$ cat src/rtl/lph_pkg.sv
`timescale 1ns / 1ps

package lph_pkg;

  localparam int KEY_W  = 31;
  localparam int REF_W  = 32;
  localparam int SLOT_W = 12;

  localparam logic [1:0] OP_INSERT = 2'd0;
  localparam logic [1:0] OP_SEARCH = 2'd1;
  localparam logic [1:0] OP_REMOVE = 2'd2;

  localparam logic [2:0] RS_STORED   = 3'd0;
  localparam logic [2:0] RS_DUP      = 3'd1;
  localparam logic [2:0] RS_FULL     = 3'd2;
  localparam logic [2:0] RS_FOUND    = 3'd3;
  localparam logic [2:0] RS_NOTFOUND = 3'd4;
  localparam logic [2:0] RS_DELETED  = 3'd5;

  localparam logic [1:0] ST_NEVER = 2'd0;
  localparam logic [1:0] ST_USED  = 2'd1;
  localparam logic [1:0] ST_TOMB  = 2'd2;

  typedef struct packed {
    logic [1:0]       opcode;
    logic [KEY_W-1:0] key;
    logic [REF_W-1:0] sender_ref;
    logic [REF_W-1:0] receiver_ref;
    logic [REF_W-1:0] origin_ref;
    logic [REF_W-1:0] destination_ref;
  } in_req_t;

  typedef struct packed {
    logic [2:0]        status;
    logic [SLOT_W-1:0] slot_index;
    logic [REF_W-1:0]  found_sender;
    logic [REF_W-1:0]  found_receiver;
    logic [REF_W-1:0]  found_origin;
    logic [REF_W-1:0]  found_destination;
  } out_rsp_t;

  typedef struct packed {
    logic [REF_W-1:0] sender;
    logic [REF_W-1:0] receiver;
    logic [REF_W-1:0] origin;
    logic [REF_W-1:0] destination;
  } payload_t;

  typedef struct packed {
    logic [1:0]       st;
    logic [KEY_W-1:0] key;
    payload_t         pay;
  } slot_row_t;

  typedef struct packed {
    logic [1:0]        opcode;
    logic              probe;
    logic [KEY_W-1:0]  key;
    logic [SLOT_W-1:0] home;
    payload_t          pay;
  } job_t;

  typedef enum logic [1:0] {
    FE_IDLE,
    FE_HASH,
    FE_PUSH
  } fe_state_t;

  typedef enum logic [1:0] {
    BK_CLEAR,
    BK_IDLE,
    BK_PROBE,
    BK_RESP
  } bk_state_t;

endpackage

$ cat src/rtl/lph_ram.sv
`timescale 1ns / 1ps

module lph_ram #(
  parameter int WIDTH = 8,
  parameter int DEPTH = 16
) (
  input  logic                     clk,
  input  logic                     we,
  input  logic [$clog2(DEPTH)-1:0] waddr,
  input  logic [WIDTH-1:0]         wdata,
  input  logic [$clog2(DEPTH)-1:0] raddr,
  output logic [WIDTH-1:0]         rdata
);

  logic [WIDTH-1:0] mem [DEPTH];

  always_ff @(posedge clk) begin
    if (we) begin
      mem[waddr] <= wdata;
    end
    rdata <= mem[raddr];
  end

endmodule

$ cat src/rtl/lph_front.sv
`timescale 1ns / 1ps

module lph_front #(
  parameter int TABLE_SIZE = 16
) (
  input  logic            clk,
  input  logic            rst_n,
  input  logic            in_valid,
  output logic            in_stall,
  input  lph_pkg::in_req_t in_req,
  input  logic            init_done,
  output logic            push,
  output lph_pkg::job_t   push_job,
  input  logic            q_full
);

  import lph_pkg::*;

  localparam int REM_W = $clog2(TABLE_SIZE) + 1;
  localparam logic [REM_W-1:0] MODULUS = REM_W'(TABLE_SIZE);
  localparam logic [KEY_W-1:0] MOD_K   = KEY_W'(TABLE_SIZE);
  localparam logic [KEY_W-1:0] RECIP   = KEY_W'((64'd1 << KEY_W) / 64'(TABLE_SIZE));

  fe_state_t          fe_state_r, fe_state_nxt;
  job_t               job_r;
  logic [2*KEY_W-1:0] prod_r;
  logic [KEY_W-1:0]   quot, diff;
  logic [REM_W-1:0]   rem_r, rem_fix;
  logic               cnt_r;
  logic               accept;

  assign accept = in_valid && !in_stall;

  always_comb begin
    fe_state_nxt = fe_state_r;
    unique case (fe_state_r)
      FE_IDLE: begin
        if (accept) fe_state_nxt = FE_HASH;
      end
      FE_HASH: begin
        if (cnt_r) fe_state_nxt = FE_PUSH;
      end
      FE_PUSH: begin
        if (!q_full) fe_state_nxt = FE_IDLE;
      end
      default: fe_state_nxt = FE_IDLE;
    endcase
  end

  always_comb begin
    in_stall = (fe_state_r != FE_IDLE) || !init_done;
    push     = (fe_state_r == FE_PUSH) && !q_full;
  end

  // Quotient estimate from the reciprocal is low by at most one, so the
  // partial remainder stays below twice the table size; one subtract ends it.
  assign quot    = prod_r[2*KEY_W-1:KEY_W];
  assign diff    = job_r.key - quot * MOD_K;
  assign rem_fix = (rem_r >= MODULUS) ? rem_r - MODULUS : rem_r;

  always_comb begin
    push_job      = job_r;
    push_job.home = SLOT_W'(rem_fix);
  end

  always_ff @(posedge clk) begin
    if (!rst_n) begin
      fe_state_r <= FE_IDLE;
    end else begin
      fe_state_r <= fe_state_nxt;
    end
  end

  always_ff @(posedge clk) begin
    if (accept) begin
      job_r.opcode          <= in_req.opcode;
      job_r.probe           <= (in_req.opcode == OP_INSERT) || (in_req.opcode == OP_SEARCH) ||
                               (in_req.opcode == OP_REMOVE);
      job_r.key             <= in_req.key;
      job_r.home            <= '0;
      job_r.pay.sender      <= in_req.sender_ref;
      job_r.pay.receiver    <= in_req.receiver_ref;
      job_r.pay.origin      <= in_req.origin_ref;
      job_r.pay.destination <= in_req.destination_ref;
      cnt_r                 <= 1'b0;
    end else if (fe_state_r == FE_HASH) begin
      if (!cnt_r) begin
        prod_r <= (2*KEY_W)'(job_r.key) * (2*KEY_W)'(RECIP);
      end else begin
        rem_r <= diff[REM_W-1:0];
      end
      cnt_r <= ~cnt_r;
    end
  end

endmodule

$ cat src/rtl/lph_fifo.sv
`timescale 1ns / 1ps

module lph_fifo (
  input  logic          clk,
  input  logic          rst_n,
  input  logic          push,
  input  lph_pkg::job_t push_job,
  output logic          full,
  input  logic          pop,
  output logic          head_valid,
  output lph_pkg::job_t head
);

  import lph_pkg::*;

  job_t       ent_r [2];
  logic       wp_r, rp_r;
  logic [1:0] cnt_r;

  assign full       = (cnt_r == 2'd2);
  assign head_valid = (cnt_r != 2'd0);
  assign head       = ent_r[rp_r];

  always_ff @(posedge clk) begin
    if (!rst_n) begin
      wp_r  <= 1'b0;
      rp_r  <= 1'b0;
      cnt_r <= 2'd0;
    end else begin
      if (push) wp_r <= ~wp_r;
      if (pop)  rp_r <= ~rp_r;
      cnt_r <= cnt_r + {1'b0, push} - {1'b0, pop};
    end
  end

  always_ff @(posedge clk) begin
    if (push) begin
      ent_r[wp_r] <= push_job;
    end
  end

endmodule

$ cat src/rtl/lph_back.sv
`timescale 1ns / 1ps

module lph_back #(
  parameter int TABLE_SIZE = 16
) (
  input  logic             clk,
  input  logic             rst_n,
  input  logic             q_valid,
  input  lph_pkg::job_t    q_head,
  output logic             q_pop,
  output logic             init_done,
  output logic             out_valid,
  input  logic             out_stall,
  output lph_pkg::out_rsp_t out_rsp
);

  import lph_pkg::*;

  localparam int IW    = $clog2(TABLE_SIZE);
  localparam int ROW_W = $bits(slot_row_t);
  localparam logic [IW-1:0] LAST = IW'(TABLE_SIZE - 1);

  bk_state_t       bk_state_r, bk_state_nxt;
  job_t            job_r;
  logic [IW-1:0]   cur_r, cur_inc, clr_r, n_r;
  out_rsp_t        res_r, res_nxt, out_r;
  logic            out_valid_r;
  logic            load_out;

  logic             we;
  logic [IW-1:0]    waddr, raddr;
  logic [ROW_W-1:0] wdata, rdata;
  slot_row_t        row, wrow;
  logic             done, do_wr, lap_end, key_eq;

  lph_ram #(
    .WIDTH (ROW_W),
    .DEPTH (TABLE_SIZE)
  ) u_ram (
    .clk   (clk),
    .we    (we),
    .waddr (waddr),
    .wdata (wdata),
    .raddr (raddr),
    .rdata (rdata)
  );

  assign row      = slot_row_t'(rdata);
  assign cur_inc  = (cur_r == LAST) ? '0 : cur_r + 1'b1;
  assign lap_end  = (n_r == LAST);
  assign key_eq   = (row.key == job_r.key);
  assign load_out = (bk_state_r == BK_RESP) && (!out_valid_r || !out_stall);

  // Judge the slot whose read data is on the RAM output this cycle.
  always_comb begin
    done    = 1'b0;
    do_wr   = 1'b0;
    wrow    = row;
    res_nxt = '0;
    res_nxt.status = RS_NOTFOUND;
    case (job_r.opcode) inside
      OP_INSERT: begin
        if (row.st != ST_USED) begin
          done     = 1'b1;
          do_wr    = 1'b1;
          wrow.st  = ST_USED;
          wrow.key = job_r.key;
          wrow.pay = job_r.pay;
          res_nxt.status     = RS_STORED;
          res_nxt.slot_index = SLOT_W'(cur_r);
        end else if (key_eq) begin
          done = 1'b1;
          res_nxt.status     = RS_DUP;
          res_nxt.slot_index = SLOT_W'(cur_r);
        end
      end
      OP_SEARCH, OP_REMOVE: begin
        if (row.st == ST_USED && key_eq) begin
          done = 1'b1;
          res_nxt.slot_index = SLOT_W'(cur_r);
          if (job_r.opcode == OP_REMOVE) begin
            do_wr   = 1'b1;
            wrow.st = ST_TOMB;
            res_nxt.status = RS_DELETED;
          end else begin
            res_nxt.status            = RS_FOUND;
            res_nxt.found_sender      = row.pay.sender;
            res_nxt.found_receiver    = row.pay.receiver;
            res_nxt.found_origin      = row.pay.origin;
            res_nxt.found_destination = row.pay.destination;
          end
        end else if (row.st == ST_NEVER) begin
          done = 1'b1;
        end
      end
      default: done = 1'b1;
    endcase
    if (!done && lap_end) begin
      done = 1'b1;
      res_nxt.status = (job_r.opcode == OP_INSERT) ? RS_FULL : RS_NOTFOUND;
    end
  end

  always_comb begin
    bk_state_nxt = bk_state_r;
    unique case (bk_state_r)
      BK_CLEAR: begin
        if (clr_r == LAST) bk_state_nxt = BK_IDLE;
      end
      BK_IDLE: begin
        if (q_valid) bk_state_nxt = q_head.probe ? BK_PROBE : BK_RESP;
      end
      BK_PROBE: begin
        if (done) bk_state_nxt = BK_RESP;
      end
      BK_RESP: begin
        if (load_out) bk_state_nxt = BK_IDLE;
      end
      default: bk_state_nxt = BK_IDLE;
    endcase
  end

  always_comb begin
    q_pop     = (bk_state_r == BK_IDLE) && q_valid;
    init_done = (bk_state_r != BK_CLEAR);
    we        = 1'b0;
    waddr     = cur_r;
    wdata     = ROW_W'(wrow);
    raddr     = cur_inc;
    unique case (bk_state_r)
      BK_CLEAR: begin
        we    = 1'b1;
        waddr = clr_r;
        wdata = '0;
      end
      BK_IDLE: begin
        raddr = IW'(q_head.home);
      end
      BK_PROBE: begin
        we = do_wr;
      end
      BK_RESP: begin
        raddr = cur_r;
      end
      default: begin
        we = 1'b0;
      end
    endcase
  end

  assign out_valid = out_valid_r;
  assign out_rsp   = out_r;

  always_ff @(posedge clk) begin
    if (!rst_n) begin
      bk_state_r  <= BK_CLEAR;
      clr_r       <= '0;
      out_valid_r <= 1'b0;
    end else begin
      bk_state_r <= bk_state_nxt;
      if (bk_state_r == BK_CLEAR) clr_r <= clr_r + 1'b1;
      if (load_out) begin
        out_valid_r <= 1'b1;
      end else if (!out_stall) begin
        out_valid_r <= 1'b0;
      end
    end
  end

  always_ff @(posedge clk) begin
    if (q_pop) begin
      job_r <= q_head;
      cur_r <= IW'(q_head.home);
      n_r   <= '0;
      res_r <= {RS_NOTFOUND, {(SLOT_W + 4 * REF_W){1'b0}}};
    end else if (bk_state_r == BK_PROBE) begin
      if (done) begin
        res_r <= res_nxt;
      end else begin
        cur_r <= cur_inc;
        n_r   <= n_r + 1'b1;
      end
    end
    if (load_out) begin
      out_r <= res_r;
    end
  end

endmodule

$ cat src/rtl/linear_probe_hash_table.sv
`timescale 1ns / 1ps
// Open-addressing hash table with linear probing over TABLE_SIZE slots.
// Input channel (in_valid / in_stall / in_req): one request per handshake,
// opcode insert, search or remove with a key and four payload handles.
// Result channel (out_valid / out_stall / out_rsp): exactly one result per
// request, in request order: status, slot index and, on a hit of search,
// the stored handles.
// The front end reduces the key modulo TABLE_SIZE by reciprocal multiply
// (a registered product, then a registered remainder) and hands the request
// to a two-entry queue. The back end walks the probe path one slot per cycle
// from the table RAM, whose single registered read port sets the pace;
// hashing of the next request overlaps the probe of the current one.
// After reset the back end clears every slot to never-used, one slot per
// cycle; in_stall stays high until that is done.
// When the receiver stalls, the result holds in the output register, the
// back end waits and the queue and front end fill, and in_stall stays high.

module linear_probe_hash_table #(
  parameter int TABLE_SIZE = 16
) (
  input  logic              clk,
  input  logic              rst_n,
  input  logic              in_valid,
  output logic              in_stall,
  input  lph_pkg::in_req_t  in_req,
  output logic              out_valid,
  input  logic              out_stall,
  output lph_pkg::out_rsp_t out_rsp
);

  import lph_pkg::*;

  logic init_done, push, q_full, q_pop, q_valid;
  job_t push_job, q_head;

  lph_front #(
    .TABLE_SIZE (TABLE_SIZE)
  ) u_front (
    .clk       (clk),
    .rst_n     (rst_n),
    .in_valid  (in_valid),
    .in_stall  (in_stall),
    .in_req    (in_req),
    .init_done (init_done),
    .push      (push),
    .push_job  (push_job),
    .q_full    (q_full)
  );

  lph_fifo u_fifo (
    .clk        (clk),
    .rst_n      (rst_n),
    .push       (push),
    .push_job   (push_job),
    .full       (q_full),
    .pop        (q_pop),
    .head_valid (q_valid),
    .head       (q_head)
  );

  lph_back #(
    .TABLE_SIZE (TABLE_SIZE)
  ) u_back (
    .clk       (clk),
    .rst_n     (rst_n),
    .q_valid   (q_valid),
    .q_head    (q_head),
    .q_pop     (q_pop),
    .init_done (init_done),
    .out_valid (out_valid),
    .out_stall (out_stall),
    .out_rsp   (out_rsp)
  );

endmodule

$ cat config.mk
export PLATFORM = sky130hd
export DESIGN_NAME = linear_probe_hash_table
export DESIGN_NICKNAME = d
export VERILOG_FILES = /design/src/rtl/lph_pkg.sv /design/src/rtl/lph_ram.sv /design/src/rtl/lph_front.sv /design/src/rtl/lph_fifo.sv /design/src/rtl/lph_back.sv /design/src/rtl/linear_probe_hash_table.sv
export SDC_FILE = /design/constraint.sdc
export NUM_CORES = 2
export LEC_CHECK = 0
export ABC_AREA = 1
export BUFFER_PORTS_ARGS = -buffer_cell sky130_fd_sc_hd__buf_4
export CORE_ASPECT_RATIO = 1.5
export CORE_MARGIN = 4
export CORE_UTILIZATION = 35
export DETAILED_ROUTE_END_ITERATION = 12
export PLACE_DENSITY = 0.49
export SYNTH_ARGS = -nofsm -noshare
export SYNTH_HDL_FRONTEND = slang
export SYNTH_HIERARCHICAL = 1
export SYNTH_SLANG_ARGS = --single-unit
$ cat constraint.sdc
create_clock -name clk -period 10.6 [get_ports clk]
set_clock_uncertainty 0.15 [all_clocks]
set_input_delay 0.53 -clock clk [delete_from_list [all_inputs] [get_ports clk]]
set_output_delay 0.53 -clock clk [all_outputs]
set_load 0.01 [all_outputs]
==> results.toml <==
[clocking]
clk_path_buf_depth = 4
cts.clk_slew.worst_paths_ns = 0.06
cts-resized-gates = 0
clock-sinks = 3689
insertion_delay_ns = 0.98
post-cts-setup-buffers = 0
cts-root-buf = "clkbuf_16"
cts_tree = "done"
cts_buffers = 375
htreeDepth = 5

[timing]
finalCriticalPeriod_ns = 5.33
worstMarginPinSlew_ns = 1.33
max_freq_mhz = 187
slew_viol_final = 0
slew_headroom_pct = 11.4
setup_viol_count_final = 0
fin_setup_tns_ns = 0
hold_violations = 0
rsz0062_at_grt = "false"
fin_crit_sh_pct = 50.3

[power_and_ir_drop]
p_seq_share_pct = 43.6
power_switching_uw = 16800
p_int_uw = 31200
pwr-share-clk_pct = 28.7
p_per_area_nw_per_um2 = 285
ir_worst_vdd_v = 0.000236
leakage_uw = 0.0659
swShare_pct = 35.0
comb_power_share_pct = 27.7

[status]
status = "complete, no violations"

[synth]
synth_cells = 12600
synth_warnings = 6
netlist_area_um2 = 147000
avgSynthCellArea_um2 = 11.7

[worst_hold_path]
min_path_cells = 2
hold_end = "u_front/push_job[10]$_DFFE_PP_"
worstHoldPathType = "primary input to flip-flop"
hold_start = "in_req[10]"

[layout]
mostFrequentLayoutCells = "nand2_1, edfxtp_1, nand3_1, inv_1, nor2_1"
seq_area_um2 = 108000
final_common_cell = "nand2_1"
nets = 13100
syn_to_final_growth_pct = 14.6
fillers = 39900
post-route-util_pct = 40.2
fin_cells = 18800
multiInputGateArea_um2 = 31100
drive_gt1_share_pct = 9.94

[route]
post_drt_wl_per_cell_um = 21.6
num_vias = 90300
vias_per_cell = 4.79
wirelength_mm = 406
firstDrtPassIters = 6
drc = 0
ant_nets = 0
dr.first_iter.drc_count = 6386

[die]
fp.coreArea_um2 = 419000
placementRows = 291
dieArea_um2 = 431000
num_io_pins = 310
fp.dieH_um = 802
start_util_pct = 35.1
die_w_um = 537

[place]
hpwl_mm = 204
dp_cells = 18000
place.gp.congestion = 0.748
port_buffers = 301

[global_routing]
grt_pass1_wl_mm = 599
antenna_found_initial = 9
grt_pass1_vias = 89800
grtUsageTotal_pct = 18.4
grt_max_degree = 233
overflow = 0

[critical_path]
rr_startpoint = "u_back/job_r[169]$_DFFE_PP_"
r2r_end = "u_back/u_ram/mem[0][82]$_DFFE_PP_"
worstSetupPathType = "flip-flop to flip-flop"
r2r_slack_ns = 5.27
cp.required_ns = 11.03
rr_worst_depth = 13
critPathMaxFanout = 72
startpoint_type = "flip-flop"
cp-end-kind = "flip-flop"
crit_arrival_ns = 5.76

[run]
drv_cap = 0
-- repair_timing --
item                                   4_1_cts  5_1_grt
setup endpoints to repair                    0        0
hold buffers                               164        0
endpoints found under the hold margin      201        0
-- worst max path at each step --
stage	slack (ns)	start	end	depth (start not counted)
6_report	5.27	u_back/job_r[169]$_DFFE_PP_	u_back/u_ram/mem[0][82]$_DFFE_PP_	13
5_1_grt	4.95	u_back/job_r[169]$_DFFE_PP_	u_back/u_ram/mem[15][99]$_DFFE_PP_	13
4_1_cts	5.18	u_back/job_r[169]$_DFFE_PP_	u_back/u_ram/mem[7][79]$_DFFE_PP_	13
3_5_place_dp	5.18	u_back/job_r[169]$_DFFE_PP_	u_back/u_ram/mem[7][77]$_DFFE_PP_	13
3_3_place_gp	5.23	u_back/job_r[169]$_DFFE_PP_	u_back/u_ram/mem[7][89]$_DFFE_PP_	13
2_1_floorplan	1.26	u_back/job_r[172]$_DFFE_PP_	u_back/u_ram/mem[12][0]$_DFFE_PP_	9
-- registers in the layout, summed over array words and instances (netlist names), named ones only --
signal              flops
u_back/bk_state_r       2
u_back/clr_r            4
u_back/cur_r            4
u_back/job_r          161
u_back/n_r              4
u_back/out_rsp        135
u_back/out_valid        1
u_back/res_r          135
u_back/u_ram/mem     2576
u_back/u_ram/rdata    161
u_fifo/cnt_r            2
u_fifo/ent_r          332
u_fifo/rp_r             1
u_fifo/wp_r             1
u_front/cnt_r           1
u_front/fe_state_r      2
u_front/push_job      162
u_front/rem_r           4
-- power by group through the flow --
stage / clock network (uW) / registers, uW / logic (uW)
after floorplan: 0 / 21400 / 8730
after global placement: 0 / 21300 / 13400
after detailed placement: 0 / 21300 / 13500
after CTS: 14200 / 21000 / 13600
after global routing: 14800 / 21200 / 14800
final: 13800 / 20900 / 13300
-- cell type report --
class	count	share of cell area, %
multi-input combinational	7056	18.5
sequential	3689	63.9
tap	5567	4.13
clock inverter	205	1.38
inverter	1167	2.65
antenna	4	0.00594
timing repair buffer	641	3.31
clock buffer	497	6.21
-- metal layers --
layer  vias up  GRT usage (%)  routed length, um
met4         0           4.17               8480
met1     44900           24.6             178000
met3       488           2.13              17300
li1      42900              -                  -
met2      1925           32.0             203000
met5         -              0                  0
-- through the flow --
| step | hold WS [ns] | instance area, um2 | worst slack [ns] | total power, uW |
|---|---|---|---|---|
| after floorplan | 0.258 | 147000 | 1.26 | 30100 |
| after global placement | 0.262 | 154000 | 5.23 | 34700 |
| after detailed placement | 0.265 | 154000 | 5.18 | 34800 |
| after CTS | 0.00286 | 168000 | 5.18 | 48700 |
| after global routing | 0.0631 | 169000 | 4.95 | 50800 |
| final | 0.115 | 169000 | 5.27 | 48000 |
-- critical path, cell delays in order (launching register included) --
cell      delay (ns)
edfxtp_1        0.40
xnor2_1         0.42
nand2_1         0.10
nor2_1          0.11
nand2_1         0.08
nor2_2          0.14
nand3_4         0.17
o21ai_0         0.19
o21ai_0         0.09
o21ai_0         0.41
nand2_1         0.36
nor2_4          0.68
buf_4           0.89
buf_12          0.57
No activity file was read; power rests on OpenSTA's default activity.
